===== src/i2cms_pkg.sv =====
// Shared types and constants for the I2C master bit sequencer.
// Used by i2cms_step and i2c_master_bit_sequencer; no dependencies.
package i2cms_pkg;

    // Command codes carried in the func field
    localparam logic [2:0] CMD_IDLE    = 3'd0;
    localparam logic [2:0] CMD_START   = 3'd1;
    localparam logic [2:0] CMD_STOP    = 3'd2;
    localparam logic [2:0] CMD_WRITE   = 3'd3;
    localparam logic [2:0] CMD_READ    = 3'd4;
    localparam logic [2:0] CMD_SENDACK = 3'd5;
    localparam logic [2:0] CMD_RECVACK = 3'd6;

    // Sequencer phase codes
    localparam logic [2:0] PH_0 = 3'd0;
    localparam logic [2:0] PH_1 = 3'd1;
    localparam logic [2:0] PH_2 = 3'd2;
    localparam logic [2:0] PH_3 = 3'd3;
    localparam logic [2:0] PH_4 = 3'd4;
    localparam logic [2:0] PH_5 = 3'd5;

    localparam logic [3:0] BITS_PER_BYTE = 4'd8;
    localparam int         DELAY_W       = 16;
    localparam logic [DELAY_W-1:0] DELAY_RESET = 16'd1;

    typedef struct packed {
        logic [2:0]         cmd;
        logic [2:0]         phase;
        logic [3:0]         bit_idx;
        logic [7:0]         shreg;
        logic [DELAY_W-1:0] dcnt;
        logic               scl;
        logic               sda;
        logic               sda_drv;
        logic               ack;
        logic [7:0]         rd_byte;
    } seq_state_t;

    // Result fields from the highest bit down; padded to 16 bits on the port
    typedef struct packed {
        logic       rejected;
        logic       ack_seen;
        logic [7:0] read_data;
        logic       done_res;
        logic       busy_res;
        logic       sda_drive;
        logic       sda_level;
        logic       scl_level;
    } seq_result_t;

endpackage


===== src/i2c_master_bit_sequencer.sv =====
// I2C master bit sequencer top level: stream ports, state and result registers.
// Depends on i2cms_pkg and i2cms_step.
//
//  channel   | direction | payload
//  s_axis    | in        | tuser: func[2:0]; tdata: data_byte, ack_level, sda_in
//  m_axis    | out       | tdata: scl, sda, drive, busy, done, read_data, ack, rejected
//  cfg       | in        | cfg_wdata: delay_ticks, written when cfg_we is high
//
// One transaction in gives one transaction out; the whole item is evaluated
// combinationally from the state registers, so one item per cycle is taken
// while no result is stalled; the result is registered, held until taken,
// and a new item is accepted in the same cycle that the old result leaves.
// Reset (rst_n low) returns the sequencer to idle with SCL/SDA high and driven,
// and delay_ticks to one.
module i2c_master_bit_sequencer
    import i2cms_pkg::*;
(
    input  logic                clk,
    input  logic                rst_n,
    input  logic                s_axis_tvalid,
    output logic                s_axis_tready,
    input  logic [15:0]         s_axis_tdata,   // data_byte[7:0], ack_level[8], sda_in[9]
    input  logic [2:0]          s_axis_tuser,   // func[2:0]
    output logic                m_axis_tvalid,
    input  logic                m_axis_tready,
    output logic [15:0]         m_axis_tdata,   // scl_level[0], sda_level[1], sda_drive[2],
                                                // busy_res[3], done_res[4], read_data[12:5],
                                                // ack_seen[13], rejected[14]
    input  logic                cfg_we,
    input  logic [DELAY_W-1:0]  cfg_wdata
);

    seq_state_t         state_reg;
    seq_state_t         state_next;
    seq_result_t        res_reg;
    seq_result_t        res_next;
    logic               out_valid_reg;
    logic [DELAY_W-1:0] delay_reg;
    logic               in_accept;

    assign s_axis_tready = ~out_valid_reg | m_axis_tready;
    assign in_accept     = s_axis_tvalid & s_axis_tready;

    i2cms_step u_step (
        .cur         (state_reg),
        .func        (s_axis_tuser),
        .data_byte   (s_axis_tdata[7:0]),
        .ack_level   (s_axis_tdata[8]),
        .sda_in      (s_axis_tdata[9]),
        .delay_ticks (delay_reg),
        .nxt         (state_next),
        .res         (res_next)
    );

    always_ff @(posedge clk or negedge rst_n)
    begin
        if (!rst_n)
        begin
            delay_reg <= DELAY_RESET;
        end
        else if (cfg_we)
        begin
            delay_reg <= cfg_wdata;
        end
    end

    always_ff @(posedge clk or negedge rst_n)
    begin
        if (!rst_n)
        begin
            state_reg.cmd     <= CMD_IDLE;
            state_reg.phase   <= PH_0;
            state_reg.bit_idx <= 4'd0;
            state_reg.shreg   <= 8'd0;
            state_reg.dcnt    <= '0;
            state_reg.scl     <= 1'b1;
            state_reg.sda     <= 1'b1;
            state_reg.sda_drv <= 1'b1;
            state_reg.ack     <= 1'b0;
            state_reg.rd_byte <= 8'd0;
            out_valid_reg     <= 1'b0;
        end
        else
        begin
            if (in_accept)
                state_reg <= state_next;
            // hold the result until the downstream side takes it
            if (in_accept)
                out_valid_reg <= 1'b1;
            else if (m_axis_tready)
                out_valid_reg <= 1'b0;
        end
    end

    always_ff @(posedge clk)
    begin
        if (in_accept)
            res_reg <= res_next;
    end

    assign m_axis_tvalid = out_valid_reg;
    assign m_axis_tdata  = {1'b0, res_reg};

    // Checks on sequencer state and result coherence
    a_idle_no_delay: assert property (@(posedge clk) disable iff (!rst_n)
        (state_reg.cmd == CMD_IDLE) |-> (state_reg.dcnt == '0))
        else $error("delay counter running while idle");

    a_phase_range: assert property (@(posedge clk) disable iff (!rst_n)
        (state_reg.phase <= PH_5) && (state_reg.bit_idx <= BITS_PER_BYTE))
        else $error("phase or bit index out of range");

    a_no_reject_idle: assert property (@(posedge clk) disable iff (!rst_n)
        (in_accept && state_reg.cmd == CMD_IDLE) |=> !res_reg.rejected)
        else $error("command rejected while idle");

    a_done_not_busy: assert property (@(posedge clk) disable iff (!rst_n)
        (out_valid_reg && res_reg.done_res) |-> !res_reg.busy_res)
        else $error("done flagged on a busy result");

    a_busy_matches: assert property (@(posedge clk) disable iff (!rst_n)
        in_accept |=> (res_reg.busy_res == (state_reg.cmd != CMD_IDLE)))
        else $error("busy flag disagrees with sequencer state");

endmodule


===== src/i2cms_step.sv =====
// Next-state logic of the I2C master bit sequencer: one item per evaluation.
// Depends on i2cms_pkg for codes and the state/result structs.
module i2cms_step
    import i2cms_pkg::*;
(
    input  seq_state_t         cur,
    input  logic [2:0]         func,
    input  logic [7:0]         data_byte,
    input  logic               ack_level,
    input  logic               sda_in,
    input  logic [DELAY_W-1:0] delay_ticks,
    output seq_state_t         nxt,
    output seq_result_t        res
);

    seq_state_t n;
    logic       is_cmd;
    logic       do_step;
    logic       fin;
    logic       rej;
    logic [2:0] ph;
    logic [3:0] bi_inc;

    always_comb
    begin
        n       = cur;
        is_cmd  = (func >= CMD_START) && (func <= CMD_RECVACK);
        do_step = 1'b0;
        fin     = 1'b0;
        rej     = 1'b0;
        bi_inc  = 4'd0;

        if (cur.cmd != CMD_IDLE)
        begin
            rej = is_cmd;
            if (cur.dcnt > DELAY_W'(1))
            begin
                n.dcnt = cur.dcnt - DELAY_W'(1);
            end
            else
            begin
                n.dcnt  = '0;
                do_step = 1'b1;
            end
        end
        else if (is_cmd)
        begin
            n.cmd     = func;
            n.phase   = PH_0;
            n.bit_idx = 4'd0;
            if (func == CMD_WRITE)
                n.shreg = data_byte;
            if (func == CMD_SENDACK)
                n.sda = ack_level;
            do_step = 1'b1;
        end

        ph = n.phase;

        if (do_step)
        begin
            unique case (n.cmd)
                CMD_START:
                begin
                    if (ph == PH_0)
                    begin
                        n.sda_drv = 1'b1; n.scl = 1'b1; n.sda = 1'b1; n.phase = PH_1;
                    end
                    else if (ph == PH_1)
                    begin
                        n.sda = 1'b0; n.phase = PH_2;
                    end
                    else
                    begin
                        n.scl = 1'b0; fin = 1'b1;
                    end
                end
                CMD_STOP:
                begin
                    if (ph == PH_0)
                    begin
                        n.sda_drv = 1'b1; n.scl = 1'b1; n.sda = 1'b0; n.phase = PH_1;
                    end
                    else if (ph == PH_1)
                    begin
                        n.sda = 1'b1; n.phase = PH_2;
                    end
                    else
                    begin
                        fin = 1'b1;
                    end
                end
                CMD_WRITE:
                begin
                    if (ph == PH_2)
                    begin
                        // shift out the next bit, or turn to the acknowledge slot
                        bi_inc    = n.bit_idx + 4'd1;
                        n.shreg   = {n.shreg[6:0], 1'b0};
                        n.bit_idx = bi_inc;
                        ph        = (bi_inc >= BITS_PER_BYTE) ? PH_3 : PH_0;
                        if (bi_inc >= BITS_PER_BYTE)
                        begin
                            n.scl = 1'b0; n.sda_drv = 1'b0; n.phase = PH_3;
                        end
                        else
                        begin
                            n.sda_drv = 1'b1; n.scl = 1'b0; n.sda = n.shreg[7];
                            n.phase = PH_1;
                        end
                    end
                    else if (ph == PH_0)
                    begin
                        n.sda_drv = 1'b1; n.scl = 1'b0; n.sda = n.shreg[7]; n.phase = PH_1;
                    end
                    else if (ph == PH_1)
                    begin
                        n.scl = 1'b1; n.phase = PH_2;
                    end
                    else if (ph == PH_3)
                    begin
                        n.scl = 1'b1; n.phase = PH_4;
                    end
                    else if (ph == PH_4)
                    begin
                        n.ack = ~sda_in; n.scl = 1'b0; n.phase = PH_5;
                    end
                    else
                    begin
                        n.sda_drv = 1'b1; fin = 1'b1;
                    end
                end
                CMD_READ:
                begin
                    if (ph == PH_0)
                    begin
                        n.sda_drv = 1'b0; n.scl = 1'b0; n.shreg = 8'd0; n.bit_idx = 4'd0;
                        n.phase = PH_1;
                    end
                    else if (ph == PH_1)
                    begin
                        n.scl = 1'b1; n.phase = PH_2;
                    end
                    else if (ph == PH_2)
                    begin
                        bi_inc    = n.bit_idx + 4'd1;
                        n.shreg   = {n.shreg[6:0], sda_in};
                        n.scl     = 1'b0;
                        n.bit_idx = bi_inc;
                        n.phase   = (bi_inc < BITS_PER_BYTE) ? PH_1 : PH_3;
                    end
                    else if (ph == PH_3)
                    begin
                        n.sda_drv = 1'b1; n.phase = PH_4;
                    end
                    else
                    begin
                        n.rd_byte = n.shreg; fin = 1'b1;
                    end
                end
                CMD_SENDACK:
                begin
                    if (ph == PH_0)
                    begin
                        n.phase = PH_1; n.scl = 1'b1; n.sda_drv = 1'b1;
                    end
                    else if (ph == PH_1)
                    begin
                        n.scl = 1'b0; n.phase = PH_2;
                    end
                    else
                    begin
                        fin = 1'b1;
                    end
                end
                CMD_RECVACK:
                begin
                    if (ph == PH_0)
                    begin
                        n.sda_drv = 1'b0; n.scl = 1'b1; n.phase = PH_1;
                    end
                    else if (ph == PH_1)
                    begin
                        n.ack = ~sda_in; n.scl = 1'b0; n.phase = PH_2;
                    end
                    else
                    begin
                        n.sda_drv = 1'b1; fin = 1'b1;
                    end
                end
                default:
                begin
                    fin = 1'b1;
                end
            endcase

            if (fin)
            begin
                n.cmd   = CMD_IDLE;
                n.phase = PH_0;
                n.dcnt  = '0;
            end
            else
            begin
                // reload the delay unit; a zero setting counts as one tick
                n.dcnt = (delay_ticks == '0) ? DELAY_W'(1) : delay_ticks;
            end
        end

        nxt           = n;
        res.scl_level = n.scl;
        res.sda_level = n.sda;
        res.sda_drive = n.sda_drv;
        res.busy_res  = (n.cmd != CMD_IDLE);
        res.done_res  = fin & (cur.cmd != CMD_IDLE);
        res.read_data = n.rd_byte;
        res.ack_seen  = n.ack;
        res.rejected  = rej;
    end

endmodule

===== config.mk =====
export PLATFORM = sky130hd
export DESIGN_NAME = i2c_master_bit_sequencer
export DESIGN_NICKNAME = d
export VERILOG_FILES = /design/src/i2cms_pkg.sv /design/src/i2c_master_bit_sequencer.sv /design/src/i2cms_step.sv
export SDC_FILE = /design/constraint.sdc
export NUM_CORES = 1
export LEC_CHECK = 0
export ABC_AREA = 0
export BUFFER_PORTS_ARGS = -buffer_cell sky130_fd_sc_hd__buf_2
export CAP_MARGIN = 40
export CORE_MARGIN = 1
export CORE_UTILIZATION = 53
export CTS_CLUSTER_SIZE = 14
export DETAILED_ROUTE_END_ITERATION = 12
export PLACE_DENSITY = 0.77
export SLEW_MARGIN = 20
export SYNTH_ARGS = -nofsm -noshare
export SYNTH_HDL_FRONTEND = slang
export SYNTH_SLANG_ARGS = --single-unit

===== constraint.sdc =====
create_clock -name clk -period 2.95 [get_ports clk]
set_clock_uncertainty 0.05 [all_clocks]
set_input_delay 0.59 -clock clk [delete_from_list [all_inputs] [get_ports clk]]
set_output_delay 0.59 -clock clk [all_outputs]
set_load 0.02 [all_outputs]

Word level (Yosys, flattened, before mapping)
Cells that the tools add are included.

storage, ports and cells
  flip-flop bits (word level) = 78
  bits in read-only memories = 0
  bits of input ports = 40
  word-level logic and storage cells = 148
  RAM bits = 0
  latch bits = 0
  memories = 0
  output and inout port bits = 18

cells by class
  shift-type cells = 0
  equal/unequal tests = 12
  reductions and logical operators = 11
  mux-type cells = 93
  add/subtract/negate cells = 2
  div/mod/pow operators = 0
  bitwise logic cells = 5
  multiply operators = 0
  magnitude comparators = 5

operator list
  cell                   number
  $mux 16                4
  $mux 1                 52
  $mux 8                 6
  $mux 46                1
  $mux 12                3
  $mux 18                2
  $mux 3                 11
  $pmux 12 s2            1
  $gt 16x1->1 const B    1
  $logic_not 16->1       1
  $sub 16x1->16 const B  1
  $eq 3x2->1 const B     5
  $eq 3x3->1 const B     5
  $mux 15                1
  $mux 2                 5
  $pmux 3 s3             1
  $eq 3x1->1 const B     2
  $mux 6                 1
  $pmux 1 s3             2
  $reduce_bool 3->1      2
  $pmux 1 s5             1
  $add 4x1->4 const B    1
  $ge 4x4->1 const B     1
  $lt 4x4->1 const B     1
  other kinds (14)       17

Logic depth before layout (Yosys ltp)
Gate-level depths: netlist of run 1.

  depth in word-level cells = 15
  depth in mapped cells = 11
  gate-level depth less buffers = 9

Modules after synthesis
From an unflattened synthesis of run 1, not the netlist that was laid out.

second synthesis, totals
  cells, all modules = 469
  area, all modules = 4992.3 um^2

modules (own cells, without submodules)
  module                    area an instance (um^2)  cells each  seq. area each (um^2)  times used
  i2c_master_bit_sequencer  2961.6                   153         2031.9                 1
  i2cms_step                2030.7                   316         0.0                    1

Worst setup path after synthesis of run 1
No wires, ideal clock.

  kind = register to register
  start = reg state_reg[24] (netlist bit)
  end = reg state_reg[29] (netlist bit)
  path buffers = 2
  stages on the path, launching flop included = 9
  required time = 2.808 ns
  period minus slack after synthesis = 2.816 ns
  data arrival time = 2.673 ns
  setup time = 0.092 ns
  slack = 0.134 ns
  path through = dfrtp_1 or4_1 buf_2 or4_4 nor4_4 nor2_2 or3_1 buf_2 o221ai_1

on the way
  word-level cells in the longest chain between the ends = 4

RTL lines
  element                   RTL line                        RTL
  start: declaration        i2c_master_bit_sequencer.sv:33  seq_state_t state_reg;
  start signal: assignment  i2c_master_bit_sequencer.sv:86  state_reg <= state_next;
  $gt 16x1->1               i2cms_step.sv:36                if (cur.dcnt > DELAY_W'(1))
  $mux 1                    i2cms_step.sv:36
  $mux 1                    i2cms_step.sv:33                if (cur.cmd != CMD_IDLE)
  $mux 46                   i2cms_step.sv:60                if (do_step)

No other way between the ends.
A chain may end at the register's enable or synchronous reset.

Worst setup path in the final report of run 1
  start = reg state_reg[23] (netlist bit)
  end = reg state_reg[30] (netlist bit)

Same word-level chain as after synthesis.

==> flow_metrics.tcl, run 1 <==
set metrics [dict create \
    viasPerCell 6.39 \
    swShare_pct 39.6 \
    cts_tree "yes" \
    post_dp_cell_area_um2 5030 \
    row_count 33 \
    cts.sinks 78 \
    hold_slack_ns 0.126 \
    synth_edf_count 15 \
    antenna_found_initial 0 \
    core_um2 8220 \
    powerDensity_nw_per_um2 758 \
    io_pins 58 \
    layout.nets 593 \
    drv_slew 0 \
    wl_um 11800 \
    netlist-cell-type-count 64 \
    slowest_delay_ns 0.59 \
    regToRegStartpoint "state_reg[23]" \
    min_path_type "in2async" \
    worst_pin_slew_ns 0.730 \
    largest_register_ffs 46 \
    tns_ns 0 \
    yosys_most_used_dff "dfrtp_1" \
    die_h_um 94.0 \
    drcViolationCount 0 \
    grt_first_pass_wirelength_um 19300 \
    dp_hpwl_um 8470 \
    relSlewSlack_pct 50.8 \
    grtUsageTotal_pct 28.4 \
    power.switching_mw 1.58 \
    synthesis.instances 482 \
    cts_buffers 9 \
    outcome "complete, no violations" \
    p_total_mw 3.98 \
    wire_per_inst_um 17.8 \
    combinationalPowerShare_pct 40.8 \
    clockBufferDepth 2 \
    yosysWarnings 0 \
    firstDrtPassIters 6 \
    synthArstFlopShare_pct 80.8 \
    power.leakage_nw 2.12 \
    area_delta_synth_final_pct 16.9 \
    path_clk_slew_ns 0.09 \
    synth.yosys.seq_area_share_pct 45.2 \
    worstPathArrival_ns 3.02 \
    drive_gt1_share_pct 24.7 \
    fmax_ghz 0.349 \
    final_cell_area_um2 5250 \
    crit_chain "or4_1 > or4_4 > nor3_1 > o21ai_0 > o21ai_2 > o221ai_1" \
    post_cts_buffers 0 \
    grt_overflow_total 0 \
    worstReg2RegEnd "state_reg[30]" \
    rsz0062_at_grt "no" \
    r2r_cells 6 \
    cts-root-buf "clkbuf_8" \
    vias 4220 \
    ir_drop_uv 360 \
    initial_core_util_pct 54.7 \
    setup_viol 0 \
    grt_pass1_vias 3889 \
    cp_max_fo 6 \
    maxCapViolations 0 \
    drt_iter0_drc 376 \
    clk_latency_ns 0.36 \
    synth_fp_nets 525 \
    h-tree-depth 3 \
    yosys_register_bits 78 \
    r2r_slack_ns 0.08 \
    cp-endpoint "state_reg[30]" \
    grt_max_degree 35 \
    path_class "reg2reg" \
    start_kind "flop" \
    hold_viol_final 0 \
    power_frac_clock_pct 19.2 \
    p_int_mw 2.40 \
    period_needed_ns 2.87 \
    fin_crit_sh_pct 97.3 \
    holdBufCountCts 0 \
    netlist_area_um2 4490 \
    portBuffers 50 \
    dieWidth_um 94.0 \
    antennaDiodeCount 0 \
    die_area_um2 8840 \
    ant_nets 0 \
    syn_area_per_cell_um2 9.32 \
    worstPathRequired_ns 3.10 \
    crit_path_top_delay_cell "or4_4" \
    place.gp.congestion 0.952 \
    end_kind "flop" \
    pwr-share-seq_pct 40.0 \
    critPathLaunch "state_reg[23]" \
]
## cell families (layout without fill, tap and decap cells)
family | count (synthesis) | in the layout | share of synthesized area (%)
AOI/OAI and AO/OA | 142 | 142 | 21.3
xor gates and xnor gates | 2 | 2 | 0.390
adders and majority gates | 3 | 3 | 0.836
buffers and inverters | 36 | 109 | 3.18
DFF | 78 | 78 | 45.2
muxes | 29 | 29 | 7.02
other | 1 | 1 | 0.0835
and+or+nand+nor | 191 | 191 | 22.0
## power groups by stage
stage / Sequential, mW / Clock [mW] / Combinational, mW
2_1_floorplan: 1.56 / 0 / 1.09
3_3_place_gp: 1.58 / 0 / 1.54
3_5_place_dp: 1.60 / 0 / 1.58
4_1_cts: 1.58 / 0.774 / 1.58
5_1_grt: 1.62 / 0.818 / 1.78
6_report: 1.59 / 0.764 / 1.62
## how the worst min path moves through the flow
stage	to	slack [ns]
after detailed placement	state_reg[10]	0.42
after floorplan	delay_reg[10]	0.24
final	state_reg[2]	0.13
after global placement	state_reg[10]	0.41
after CTS	state_reg[2]	0.27
after global routing	state_reg[2]	0.13
## cells in the mapped netlist (all sizes together), types with 4 or more instances
library cell / number / area (um2)
edfxtp: 15 / 450
o31ai: 6 / 45.0
a31oi: 7 / 43.8
mux2: 20 / 225
dfstp: 4 / 105
a21oi: 16 / 80.1
buf: 5 / 26.3
nor3b: 10 / 75.1
nor2b: 4 / 25.0
a21boi: 5 / 37.5
a221o: 15 / 150
or4: 5 / 41.3
inv: 7 / 26.3
dfrtp: 59 / 1480
nand3b: 5 / 37.5
o21ai: 55 / 275
o21a: 4 / 30.0
clkbuf: 24 / 90.1
nand2: 52 / 195
nor2: 37 / 144
mux2i: 9 / 90.1
and3: 4 / 25.0
or3: 7 / 43.8
nand2b: 6 / 37.5
nand4: 5 / 31.3
o221ai: 6 / 52.6
nand3: 13 / 65.1
nor4: 11 / 83.8
nor3: 23 / 115
## through the flow
| step | cells | worst slack (ns) | utilization [%] |
|---|---|---|---|
| floorplan | 482 | 0.134 | - |
| global placement | 643 | 0.132 | 61.2 |
| detailed placement | 643 | 0.0645 | 61.2 |
| CTS | 659 | 0.0356 | 63.5 |
| global route | 660 | 0.0188 | 63.9 |
| finish | 660 | 0.0806 | 63.9 |
## final cells by class
class	instances	area [um2]
clock buffer	11	153
multi-input combinational	368	2330
timing repair buffer	86	546
tap	105	131
fill	736	2970
sequential	78	2030
inverter	7	26.3
clock inverter	5	32.5
## per-layer routing
metal  track usage, %  share of wire [%]
met5                0                  0
met4             8.72                2.4
met3             5.18                8.5
met2             46.0                 47
met1             38.5                 42
## cell usage in the layout (no fill, tap or decap), types with 13 or more instances in the layout
cell type	n
nor2_1	35
a21oi_1	16
o21ai_0	51
nand3_1	13
buf_4	34
edfxtp_1	15
nor3_1	23
nand2_1	52
mux2_2	20
buf_2	50
a221o_1	15
dfrtp_1	59
## timing repair
item | in CTS | in global routing
endpoints found under the setup margin | 0 | 22
resized for setup | 0 | 3
hold endpoints to repair | 0 | 0
## critical path, delay by kind of cell (launching register included)
family           cells  cell delay, ns
flip-flops           1            0.40
AO/OA/AOI/OAI        3            0.76
AND/OR/NAND/NOR      3            1.50
Power figures use the tool's default switching activity.
==> run 2, diff against run 1 <==
ABC_AREA = 1   (was 0)
PLACE_DENSITY = 0.76   (was 0.77)
==> run 2 against run 1 <==
Effect of this change:
- sequential cell count did not move
- wire length fell by 2.4%
- the run now ends with design-rule violations left
- critical endpoint is now state_reg[18]
- area after synthesis rose by 9.1%
- core utilization fell by 1.9 points
- hold slack improved by 0.059 ns
- register-to-register slack improved by 0.44 ns
- global-route usage fell by 3.0 points
- cell count rose by 24%
- largest cell class unchanged
- clock power rose by 1%
==> flow_metrics.tcl, run 2 <==
set metrics [dict create \
    antenna_found_initial 0 \
    critPathBufInv 3 \
    synth.mux.area_fraction_pct 3.45 \
    crit_chain "inv_2 > nand3_2 > inv_4 > nand2_4 > o21ai_2 > nand2_2 > nand2_1 > inv_1 > nand2_1 > nand2_2 > nor2_8 > nand3_1 > a21oi_1" \
    h-tree-depth 3 \
    worst-path-stages 13 \
    portBuffers 50 \
    initial_core_util_pct 55.3 \
    final_common_cell "nand2_1" \
    synth_compound_area_share_pct 10.8 \
    worstPathRequired_ns 3.17 \
    grt_first_pass_wirelength_um 19600 \
    worstPathArrival_ns 2.64 \
    row_count 34 \
    synthArstFlopShare_pct 80.8 \
    drive_gt1_share_pct 20.9 \
    synth_top_family_by_area "simple AND/OR/NAND/NOR gates" \
    relSlewSlack_pct 60.1 \
    p_total_mw 4.08 \
    r2r_cells 13 \
    synth_edf_count 15 \
    worst_pin_slew_ns 0.596 \
    drv_slew 0 \
    place.gp.congestion 0.902 \
    dieWidth_um 98.1 \
    synth_fa_ha_area_share_pct 0.766 \
    clk_latency_ns 0.35 \
    rsz0062_at_grt "no" \
    path_clk_slew_ns 0.08 \
    yosys_register_bits 78 \
    power.leakage_nw 2.53 \
    area_delta_synth_final_pct 11.9 \
    firstDrtPassIters 9 \
    drt_iter0_drc 251 \
    die_h_um 98.1 \
    cts_tree "yes" \
    path_class "reg2reg" \
    synthTopCellsByCount "nand2_1 (182), nor2_1 (76), dfrtp_1 (59), inv_1 (59), nand3_1 (48)" \
    slowest_delay_ns 0.39 \
    r2r_slack_ns 0.52 \
    yosys_most_used_dff "dfrtp_1" \
    end_kind "flop" \
    n_fill_cell 786 \
    grtUsageMet3_pct 2.86 \
    start_kind "flop" \
    ir_drop_uv 310 \
    cts_resized 0 \
    min_path_type "in2async" \
    seq_area_um2 2030 \
    netlist_area_um2 4900 \
    core_um2 8850 \
    maxCapViolations 0 \
    outcome "finished with violations" \
    synthesis.instances 648 \
    powerDensity_nw_per_um2 745 \
    synth.yosys.seq_area_share_pct 41.5 \
    synth-xor-area-share_pct 2.50 \
    dp_hpwl_um 8350 \
    synth_most_common_cell "nand2_1" \
    setup_viol 0 \
    regToRegStartpoint "state_reg[44]" \
    crit_path_top_delay_cell "dfrtp_1" \
    synthTopCellsByArea "dfrtp_1 (30%), nand2_1 (14%), edfxtp_1 (9.2%)" \
    busiest_layer "met2" \
    holdBufCountCts 0 \
    crit_family "simple AND/OR/NAND/NOR gates" \
    use_met1_pct 35.1 \
    fin_crit_sh_pct 82.2 \
    final_cell_mix "nand2_1 (182), nor2_1 (76), inv_1 (59), dfrtp_1 (59), buf_2 (50)" \
    failed_checks "design-rule violations" \
    grtUsageTotal_pct 25.4 \
    ant_nets 0 \
    cts_buffers 9 \
    antennaDiodeCount 0 \
    synth_fp_nets 691 \
    vias 4425 \
    viasPerCell 5.42 \
    layout.nets 746 \
    netlist-cell-type-count 48 \
    clockBufferDepth 2 \
    cp-endpoint "state_reg[18]" \
    grt_overflow_total 0 \
    period_needed_ns 2.43 \
    post_cts_buffers 0 \
    multiInputGateArea_um2 2500 \
    grt_pass1_vias 4206 \
    synthSimpleGateAreaFrac_pct 33.5 \
    cts.sinks 78 \
    wire_per_inst_um 14.1 \
    yosysWarnings 0 \
    synth_top_area_share_pct 30.1 \
    drcViolationCount 4 \
    die_area_um2 9630 \
    cts-root-buf "clkbuf_8" \
    fmax_ghz 0.412 \
    cp_max_fo 19 \
    grtUsageMet2_pct 42.4 \
    grt_max_degree 64 \
    hold_viol_final 0 \
    tns_ns 0 \
    critPathLaunch "state_reg[44]" \
    largest_register_ffs 46 \
    wl_um 11500 \
    io_pins 58 \
    yosysTopAreaCell "dfrtp_1" \
    syn_area_per_cell_um2 7.56 \
    worstReg2RegEnd "state_reg[18]" \
]
## run 2: logic make-up (layout without fill, tap and decap cells)
kind of cell	count (synthesis)	in the layout
simple gates	358	358
mux	15	15
flops	78	78
other cells	1	1
fa+ha+maj	3	3
xor+xnor	14	14
buf+inv	88	148
compound gates	91	91
## run 2: per-layer routing
layer  vias to the layer above  share of wire [%]
met4                         0                1.2
met2                        89                 47
met3                        15                3.4
li1                       2224                  -
met5                         -                  0
met1                      2097                 49
## run 2: per-stage QoR
step	util (%)	hold slack [ns]	area (um2)	setup WS [ns]	instances
5_1_grt	61.9	0.235	5480	0.353	816
2_1_floorplan	-	0.244	4900	0.741	648
4_1_cts	61.9	0.205	5480	0.556	816
3_5_place_dp	59.9	0.421	5300	0.347	800
6_report	61.9	0.186	5480	0.524	816
3_3_place_gp	59.9	0.410	5300	0.417	800
## run 2: area by class of cell
class	count	share of cell area [%]
Timing Repair Buffer	64	6.71
Clock inverter	4	0.502
Tap cell	108	2.47
Multi-Input combinational cell	482	45.7
Clock buffer	12	2.83
Inverter	68	4.70
Sequential cell	78	37.1
## run 2: worst reg2reg max path: stages (launching register included)
cell and delay [ns]:
dfrtp_1 0.39, inv_2 0.10, nand3_2 0.16, inv_4 0.17
nand2_4 0.18, o21ai_2 0.17, nand2_2 0.16, nand2_1 0.17
inv_1 0.06, nand2_1 0.08, nand2_2 0.09, nor2_8 0.30
nand3_1 0.13, a21oi_1 0.15
## run 2: worst min path at each step
stage | slack (ns) | to | depth (start not counted)
6_report | 0.19 | state_reg[30] | 2
3_5_place_dp | 0.42 | state_reg[7] | 2
5_1_grt | 0.23 | state_reg[36] | 2
3_3_place_gp | 0.41 | state_reg[36] | 2
4_1_cts | 0.20 | state_reg[36] | 2
2_1_floorplan | 0.24 | delay_reg[10] | 0
## run 2: power breakdown
group / switching, mW / internal (mW)
registers: 0.218 / 1.34
clock network: 0.419 / 0.355
logic: 1.15 / 0.602
